==> config.mk <==
export PLATFORM = sky130hd
export DESIGN_NAME = tcww_wordbuf
export DESIGN_NICKNAME = d
export VERILOG_FILES = /design/src/sv/tcww_pkg.sv /design/src/sv/tcww_wordbuf.sv
export SDC_FILE = /design/constraint.sdc
export NUM_CORES = 1
export LEC_CHECK = 0
export BUFFER_PORTS_ARGS = -buffer_cell sky130_fd_sc_hd__clkbuf_2
export CAP_MARGIN = 20
export CORE_ASPECT_RATIO = 1.5
export CORE_MARGIN = 4
export CORE_UTILIZATION = 55
export CTS_BUF_LIST = sky130_fd_sc_hd__clkbuf_16
export DETAILED_ROUTE_END_ITERATION = 6
export PLACE_DENSITY_LB_ADDON = 0.25
export SLEW_MARGIN = 15
export SYNTH_ARGS = -nofsm -noshare
export SYNTH_HDL_FRONTEND = slang
export SYNTH_SLANG_ARGS = --single-unit
==> constraint.sdc <==
create_clock -name clk -period 3.7 [get_ports clk]
set_input_delay 0.185 -clock clk [delete_from_list [all_inputs] [get_ports clk]]
set_output_delay 0.185 -clock clk [all_outputs]
set_load 0.02 [all_outputs]
==> src/sv/tcww_pkg.sv <==
// tcww_pkg: shared constants and types for the word-wrap console writer
// no dependencies
package tcww_pkg;

	localparam int TEXT_CELLS = 16384;
	localparam int MAX_WIDTH  = 128;
	localparam int ADDR_W     = $clog2(TEXT_CELLS);
	localparam int WCNT_W     = $clog2(MAX_WIDTH) + 1;
	localparam int WIDX_W     = $clog2(MAX_WIDTH);
	localparam int LINE_W     = 14;
	localparam int COL_W      = 7;
	localparam int TL_W       = 15;
	localparam logic [TL_W-1:0] RING_LIMIT = 15'd16384;

	localparam logic [7:0] CH_SPACE = 8'd32;
	localparam logic [7:0] CH_LF    = 8'd10;
	localparam logic [7:0] CH_CR    = 8'd13;
	localparam logic [7:0] CH_TALK  = 8'd1;
	localparam logic [7:0] CH_COL   = 8'd2;

	localparam logic [0:0] REG_WIDTH = 1'b0;
	localparam logic [0:0] REG_LINES = 1'b1;

	typedef enum logic [3:0] {
		ST_IDLE,
		ST_CLEAR,
		ST_PUSH_RD,
		ST_PUSH_WAIT,
		ST_PUSH_PLACE,
		ST_DISPATCH,
		ST_FLUSH_RD,
		ST_FLUSH_WAIT,
		ST_FLUSH_PLACE,
		ST_SINGLE,
		ST_BLANK,
		ST_LAST,
		ST_READ_WAIT,
		ST_DONE
	} state_t;

	// text store write request
	typedef struct packed {
		logic              we;
		logic [ADDR_W-1:0] addr;
		logic [8:0]        data;
	} store_req_t;

endpackage

==> src/sv/tcww_wordbuf.sv <==
// tcww_wordbuf: pending-word character memory used as a circular buffer
// depends on tcww_pkg
module tcww_wordbuf (
	input  logic                       clk,
	input  logic                       we,
	input  logic [tcww_pkg::WIDX_W-1:0] waddr,
	input  logic [7:0]                 wdata,
	input  logic [tcww_pkg::WIDX_W-1:0] raddr,
	output logic [7:0]                 rdata
);
	import tcww_pkg::*;

	logic [7:0] mem [MAX_WIDTH];

	always_ff @(posedge clk) begin
		if (we) begin
			mem[waddr] <= wdata;
		end
		rdata <= mem[raddr];
	end

endmodule

# --- Yosys cells after proc, flatten, opt, wreduce, memory -nomap -nowiden ---
# Memories as Yosys holds them, arrays and structs flattened. A register that Yosys moved wholly into a read port is not among the register bits.
# Cells that the tools add are included.
classes:
  mux: 2
ops:
  columns: ["cell", "n"]
  rows:
  - ["two-way mux 1 bit", 2]
word_totals:
  regBits: 0
  elab_cells: 3
  mem_count: 1
  output_inout_bits: 8
  mem_bits_rw: 1024
mem_list:
  columns: ["name", "words", "word_bits", "read_ports", "rd_ports_with_merged_regs", "wr", "line", "text"]
  rows:
  - ["mem", 128, 8, 1, 1, 1, "tcww_wordbuf.sv:13", "logic [7:0] mem [MAX_WIDTH];"]

# --- Longest topological paths before layout ---
# Gate-level depths: netlist of the first run.
depth:
  depth_word: 2
  mapped_depth: 7
  mapped_depth_nobuf: 4

# --- Worst setup path after synthesis of the first run ---
# OpenSTA, ideal clock, no wires.
synth_path:
  path_kind: "in2reg"
  start: "in raddr[0] (netlist bit)"
  end: "reg rdata[0] (read register of mem)"
  cell_stages: 6
  arrival_time_ns: 2.568
  t_required_ns: 3.579
  path_slack_ns: 1.011
  n_path_buf: 2
  path_cell_list: "clkbuf_1 > buf_1 > mux4_2 > mux4_2 > mux4_2 > mux2_2"
synth_lines:
  columns: ["element", "line", "text"]
  rows:
  - ["start, declared", "tcww_wordbuf.sv:8", "input logic [tcww_pkg::WIDX_W-1:0] raddr,"]
  - ["end, declared", "tcww_wordbuf.sv:9", "output logic [7:0] rdata"]

==> results.cfg, run 1 <==
[run_status]
status = completed

[sta]
fin_skew_ps = 25.4
fin_crit_ps = 2410
drv_slew = 0
rsz0062_at_grt = false
fin_ws_ps = 1290
maxSlewHeadroom = 0.263
fin_setup_tns_ps = 0
setup_violations = 0
worst_slew_pin_slew_ps = 1100
clock.fmax_mhz = 415
finalHoldViolations = 0
fin_hold_ws_ps = 46.0
finalCritPeriodShare = 0.651

[clocking]
root_buffer = clkbuf_16
cts_buffers = 90
clock_latency_ps = 650
cts_tree = yes
clockBufferDepth = 3
path_clk_slew_ps = 70
cts.sinks = 1032
holdBufCountCts = 2
h-tree-depth = 3
post_cts_buffers = 0
cts_resized = 0

[place]
gp_congestion = 0.833
placed_cell_area_mm2 = 0.0416
place_ws_ps = 648
dp_hpwl_um = 56300
io_buffers = 31
dp_cells = 2594

[logic_synthesis]
synth-edff-count = 1024
netlist_instances = 1635
synth_area_mm2 = 0.0397
synthArstFlopShare = 0
synth-seq-area-share = 0.779
synth_ff_type = edfxtp_1
yosys_register_bits = 1032
synth_cell_types = 17
syn_area_per_cell_um2 = 24.3
syn-num-nets = 1659
ys_warn_count = 0

[finish]
final_nets = 1800
stdcell_area_mm2 = 0.0448
final_util = 0.627
stdcell_count = 2771
syn2layout_area_growth_pct = 13.0
drive_gt1_frac = 0.333

[die]
core_mm2 = 0.0715
die_y_um = 337
start_util = 0.555
row_count = 120
top_level_ports = 32
dieArea_mm2 = 0.0766
die_x_um = 227

[setup_path]
crit_path_end_kind = flop
startpoint_type = flop
worstPathArrival_ps = 2950
crit_slowest_cell = mux4_2
slowest_delay_ps = 610
worstPathCellList = mux4_2 > mux4_2 > mux4_2 > mux2_2
path_class = reg -> reg
cp.required_ps = 4240
crit_family = multiplexers
cp_common_cell = mux4_2
crit_fanout = 1
crit_buf_inv = 0

[job]
drv_cap = 0

[pwr]
irDropWorstVdd_mv = 0.458
leakage_nw = 13.9
design_power_total_mw = 24.0
powerDensity_mw_per_mm2 = 536

[grt]
grt_max_degree = 111
grt_pass1_wl_um = 131000
grt_remaining_overflow = 0
grt_antenna_before_repair = 4
grt_pass1_vias = 18600
grt_usage = 0.241

[detailed_routing]
ant_nets = 0
dr.pass1.iters = 5
vias = 17700
drcViolationCount = 0
drt_iter0_markers = 2119
avgRoutedWirePerCell_um = 32.2
viasPerCell = 6.38
routed_wl_um = 89300

[worst_hold_path]
hold_class = in -> reg
==> cell usage after synthesis (3+ instances only) <==
cell type  count  area, um^2
dfxtp_1        8         160
nor2b_1        7        43.8
buf_4         11        82.6
buf_2         15        75.1
mux4_2       336        7570
mux2_2         8        90.1
nand2_1       14        52.6
nand3_1       12        60.1
buf_1         18        67.6
nor3_1         9        45.0
nand4_1        3        18.8
clkbuf_1      44         165
edfxtp_1    1024       30700
nor2_1       122         458
==> registers in the layout (all words and copies together), names as in the netlist <==
register and flops:
rdata 8, mem 1024
==> layout by cell type, fill, tap and decap left out, types with 15 or more instances in the layout <==
master	netlist	layout
edfxtp_1	1024	1024
mux4_2	336	336
nor2_1	122	122
clkbuf_16	0	92
buf_4	11	92
clkinv_1	0	24
clkbuf_2	0	19
buf_12	0	18
bufinv_16	0	16
clkinv_2	0	15
==> cell type report <==
class,instances,area [um^2]
clock inverters,76,810
multi-input cells,514,8350
clock buffers,92,2300
fillers,4623,26700
flip-flops and latches,1032,30900
diodes,4,10.0
well taps,915,1140
repair buffers,138,1280
==> path summary, 6_finish.rpt <==
path	start	endpoint	slack, ps	cells past startpoint
max	mem[35][3]$_DFFE_PP_	rdata[3]$_DFF_P_	1290	4
min	wdata[0]	mem[45][0]$_DFFE_PP_	50	1
max reg2reg	mem[35][3]$_DFFE_PP_	rdata[3]$_DFF_P_	1290	4
min reg2reg	mem[116][0]$_DFFE_PP_	rdata[0]$_DFF_P_	1150	4
==> worst register-to-register path, delay by kind of cell, from the launching register on <==
family	cells	cell delay, ps
flops	1	370
mux	4	1920
==> cells by family (layout without fill, tap and decap cells) <==
logic type | after synthesis | after routing | share of synthesized area
buf+inv | 89 | 306 | 0.0101
other cells | 0 | 4 | 0
flops | 1032 | 1032 | 0.779
simple gates | 170 | 170 | 0.0176
mux | 344 | 344 | 0.193
==> layer usage <==
layer | vias up | global-route usage | routed length [um]
li1 | 7300 | - | -
met1 | 9446 | 0.311 | 32100
met2 | 760 | 0.410 | 47100
met3 | 173 | 0.0388 | 5740
met4 | 0 | 0.108 | 4340
met5 | - | 0 | 0
==> report_power, final <==
group,internal [mW],switching [mW]
Sequential,12.9,0.0316
Clock,5.66,4.18
Combinational,0.515,0.722
(Power assumes the default switching activity.)
==> inputs of run 2 (changes only) <==
clock period = 2 ns   (was 3.7 ns; I/O delays follow)
==> run 2 against run 1 <==
Against the previous run:
- combinational power up 100%
- sequential power up 86%
- non-clock buffer count up 160
- cell count up 5.8%
- global-route usage up 1.4 points
- highest routed layer is now met5
- the flow now finishes with violations (negative setup slack)
- setup slack worse by 1700 ps
- worst hold slack worse by 42 ps
- critical path type unchanged
- clock-buffer cell count up 3
- wire length up 6.1%
- sequential share of layout area down 2.1 points
- core utilization up 1.9 points
- first-iteration DRC count up 2.5%
==> results.cfg, run 2 (synthesized netlist as in run 1, its figures left out) <==
[setup_path]
r2r_slack_ps = -450
cp.required_ps = 2540
startpoint_type = flop
crit_buf_inv = 0
crit_family = multiplexers
path_class = reg -> reg
r2r_end = rdata[3]$_DFF_P_
cp_common_cell = mux4_2
crit_fanout = 1
worstPathCellList = mux4_2 > mux4_2 > mux4_2 > mux2_4
slowest_delay_ps = 590
reg2reg_from = mem[126][3]$_DFFE_PP_
worstPathArrival_ps = 2990
crit_slowest_cell = mux4_2
worst-r2r-cell-count = 4
crit_path_end_kind = flop

[sta]
setup_violations = 8
fin_crit_ps = 2450
finalHoldViolations = 0
fin_skew_ps = 27.8
worst_slew_pin_slew_ps = 789
drv_slew = 0
fin_hold_ws_ps = 4.33
finalCritPeriodShare = 1.22
clock.fmax_mhz = 409
maxSlewHeadroom = 0.474
fin_ws_ps = -446
rsz0062_at_grt = true

[grt]
grt_usage = 0.256
grt_max_degree = 129
grt_remaining_overflow = 0
grt_antenna_before_repair = 2
grt_pass1_wl_um = 138000
grt_pass1_vias = 19200

[die]
top_level_ports = 32
die_y_um = 337
die_x_um = 227
row_count = 120
start_util = 0.555
dieArea_mm2 = 0.0766
core_mm2 = 0.0715

[detailed_routing]
ant_nets = 0
routed_wl_um = 94700
avgRoutedWirePerCell_um = 32.3
drt_iter0_markers = 2172
dr.pass1.iters = 5
viasPerCell = 6.34
vias = 18600
drcViolationCount = 0

[finish]
mostFrequentLayoutCells = edfxtp_1, mux4_2, buf_4
max_flop_register = mem
largest_reg_flops = 1024
final_nets = 1963
stdcell_count = 2932
syn2layout_area_growth_pct = 16.4
reg_top3 = mem: 1024 flops, rdata: 8 flops
drive_gt1_frac = 0.385
final_common_cell = edfxtp_1

[place]
place_ws_ps = -836
io_buffers = 31
dp_hpwl_um = 63000
gp_congestion = 0.831
dp_cells = 2752

[clocking]
path_clk_slew_ps = 60
cts.sinks = 1032
h-tree-depth = 3
post_cts_buffers = 0
cts_tree = yes
clockBufferDepth = 3
cts_buffers = 93
clock_latency_ps = 660
root_buffer = clkbuf_16

[worst_hold_path]
holdPathStages = 2
hold_class = in -> reg
hp-start = wdata[7]
holdPathEnd = mem[14][7]$_DFFE_PP_

[pwr]
design_power_total_mw = 43.9
leakage_nw = 14.8
powerDensity_mw_per_mm2 = 950
irDropWorstVdd_mv = 0.806

[run_status]
status = complete, but fails checks
violations = negative setup slack

[job]
drv_cap = 0
[run 2: cell count changes in the layout (fill, tap and decap cells not counted), moves of 3 or more]
cell / delta
buf_4: +131
buf_12: +28
clkinvlp_4: +4
clkbuf_16: +3
dlygate4sd3_1: +4
inv_1: +13
bufinv_16: -8
clkinv_4: -3
clkinv_1: -14
inv_6: +6
clkinv_8: -3
clkinv_2: +3
[run 2: per-layer routing]
| layer | global-route usage | routed length, um | up-vias |
|---|---|---|---|
| li1 | - | - | 7633 |
| met1 | 0.328 | 33300 | 10000 |
| met2 | 0.444 | 50800 | 769 |
| met3 | 0.0345 | 6170 | 144 |
| met4 | 0.109 | 4400 | 2 |
| met5 | 0 | 13 | - |
[run 2: repair_timing]
item | 4_1_cts | 5_1_grt
endpoints found under the hold margin | 145 | 0
hold buffers | 7 | 0
resized for setup | 1 | 1
cloned | 0 | 0
endpoints found under the setup margin | 8 | 8
[run 2: stage by stage]
step | util | area [um^2] | TNS [ps]
finish | 0.646 | 46200 | -3190
floorplan | - | 40000 | -2400
detailed placement | 0.604 | 43100 | -6270
global placement | 0.604 | 43100 | -6320
global route | 0.646 | 46200 | -3360
CTS | 0.646 | 46200 | -3200
[run 2: layout make-up]
cell class                 instances  area [um^2]
timing repair buffer             298         2800
clock inverter                    74          588
tap                              915         1140
sequential                      1032        30900
antenna                            4         10.0
multi-input combinational        514         8360
clock buffer                      95         2380
fill                            4516        25300
[run 2: worst max path at each step]
stage                                startpoint                to  slack (ps)  cells after the start
after floorplan                        raddr[0]  rdata[0]$_DFF_P_        -300                      7
after global placement                 raddr[0]  rdata[0]$_DFF_P_        -840                      7
after detailed placement               raddr[0]  rdata[3]$_DFF_P_        -840                      7
after CTS                 mem[127][3]$_DFFE_PP_  rdata[3]$_DFF_P_        -450                      4
after global routing       mem[82][7]$_DFFE_PP_  rdata[7]$_DFF_P_        -460                      4
final                     mem[126][3]$_DFFE_PP_  rdata[3]$_DFF_P_        -450                      4
[run 2: where the power goes]
part           internal, mW  switching (mW)  leakage (nW)  total [mW]
registers              23.9          0.0963          9.27        24.0
logic                  1.12            1.41          4.02        2.53
clock network          9.69            7.67          1.51        17.4
==> inputs of run 3 (changes only) <==
CORE_ASPECT_RATIO = 0.7   (was 1.5)
==> run 3 against run 2 <==
Against the previous run:
- the run still ends with negative setup slack left
- global-route usage fell by 1.1 points
- fmax rose by 2.0%
- sequential cell count did not move
- power fell by 1.5%
- final area fell by 0.45%
- sequential share of layout area rose by 0.30 points
- clock power fell by 3%
- die area barely moved
- critical path depth did not move
- via count rose by 1.3%
- worst hold slack improved by 29 ps
- critical endpoint is now rdata[6]$_DFF_P_
==> results.cfg, run 3 (synthesized netlist as in run 1, its figures left out) <==
[clocking]
post_cts_buffers = 0
h-tree-depth = 3
path_clk_slew_ps = 60
cts_buffers = 93
cts.sinks = 1032
clock_latency_ps = 660
cts_tree = yes
root_buffer = clkbuf_16
clockBufferDepth = 3

[die]
row_count = 82
start_util = 0.555
core_mm2 = 0.0715
die_y_um = 233
dieArea_mm2 = 0.0765
die_x_um = 329
top_level_ports = 32

[sta]
clock.fmax_mhz = 417
rsz0062_at_grt = true
drv_slew = 0
finalCritPeriodShare = 1.20
fin_skew_ps = 33.2
setup_violations = 8
fin_hold_ws_ps = 32.9
worst_slew_pin_slew_ps = 784
finalHoldViolations = 0
fin_crit_ps = 2400
maxSlewHeadroom = 0.477
fin_ws_ps = -399

[finish]
syn2layout_area_growth_pct = 15.9
max_flop_register = mem
largest_reg_flops = 1024
stdcell_area_mm2 = 0.0460
final_nets = 1953
drive_gt1_frac = 0.377
mostFrequentLayoutCells = edfxtp_1, mux4_2, buf_4
final_util = 0.643
reg_top3 = mem: 1024 flops, rdata: 8 flops
num-fill-cells = 4548
final_common_cell = edfxtp_1

[pwr]
sw_frac_of_total = 0.208
combinationalPowerShare = 0.057
leakage_nw = 14.7
p_sw_mw = 8.99
seqPwrFrac = 0.553
intPower_mw = 34.2
clock_power_share = 0.389
powerDensity_mw_per_mm2 = 940
irDropWorstVdd_mv = 0.739

[detailed_routing]
dr.pass1.iters = 5
ant_nets = 0
viasPerCell = 6.36
vias = 18800
drt_iter0_markers = 2485
routed_wl_um = 90600
drcViolationCount = 0
avgRoutedWirePerCell_um = 30.6

[place]
io_buffers = 31
gp_congestion = 0.833
dp_hpwl_um = 57800
placed_cell_area_mm2 = 0.0431
place_ws_ps = -802

[setup_path]
crit_fanout = 1
cp.required_ps = 2550
crit_slowest_cell = mux4_2
worst-r2r-cell-count = 4
startpoint_type = flop
cp_common_cell = mux4_2
reg2reg_from = mem[63][6]$_DFFE_PP_
slowest_delay_ps = 570
worstPathArrival_ps = 2950
worstPathCellList = mux4_2 > mux4_2 > mux4_2 > mux2_4
crit_path_end_kind = flop
r2r_slack_ps = -400
path_class = reg -> reg
r2r_end = rdata[6]$_DFF_P_

[job]
drv_cap = 0

[run_status]
violations = negative setup slack
status = complete, but fails checks

[worst_hold_path]
holdPathStages = 2
hold_class = in -> reg
holdPathEnd = mem[85][6]$_DFFE_PP_
hp-start = wdata[6]

[grt]
grt_pass1_vias = 18700
grt_max_degree = 129
grt_antenna_before_repair = 8
grt_usage = 0.245
grt_remaining_overflow = 0
grt_pass1_wl_um = 134000
[run 3: area by class of cell]
type                            instances  area [um^2]  area share
Sequential cell                      1032        30900       0.672
Antenna cell                            1         2.50   0.0000544
Clock inverter                         68          465      0.0101
Clock buffer                           95         2380      0.0517
Multi-Input combinational cell        514         8360       0.182
Timing Repair Buffer                  288         2660      0.0577
Tap cell                              966         1210      0.0263
[run 3: worst max path at each step]
stage	start	end	slack [ps]	cells after the start
after floorplan	raddr[0]	rdata[0]$_DFF_P_	-300	7
after global placement	raddr[0]	rdata[5]$_DFF_P_	-820	7
after detailed placement	raddr[0]	rdata[6]$_DFF_P_	-800	7
after CTS	mem[63][6]$_DFFE_PP_	rdata[6]$_DFF_P_	-430	4
after global routing	mem[47][7]$_DFFE_PP_	rdata[7]$_DFF_P_	-430	4
final	mem[63][6]$_DFFE_PP_	rdata[6]$_DFF_P_	-400	4
[run 3: critical path: cells and delay by family, from the launching register on]
| family | cells | cell delay [ps] |
|---|---|---|
| flip-flops | 1 | 390 |
| multiplexers | 4 | 1910 |
[run 3: metrics by stage]
stage	total power, mW	TNS [ps]	std cells
after CTS	43.5	-3160	2963
after floorplan	25.7	-2400	1635
after detailed placement	26.8	-6100	2794
after global routing	44.6	-3260	2963
after global placement	26.8	-6140	2794
final	43.2	-3050	2964
[run 3: what timing repair did]
item	in CTS	in global routing
resized for setup	1	1
hold buffers	6	0
setup endpoints to repair	8	8
endpoints found under the hold margin	152	0
[run 3: power by group through the flow]
stage	Clock, mW	Combinational (mW)	Sequential [mW]
2_1_floorplan	0	1.30	24.4
3_3_place_gp	0	2.43	24.4
3_5_place_dp	0	2.47	24.4
4_1_cts	17.1	2.49	23.9
5_1_grt	18.1	2.61	23.9
6_report	16.8	2.48	23.9
[run 3: per-layer routing]
metal	vias to the layer above	wire length (um)	track usage
li1	7608	-	-
met1	10100	38400	0.393
met2	1029	41500	0.355
met3	111	9250	0.0547
met4	6	1380	0.0444
met5	-	40	0
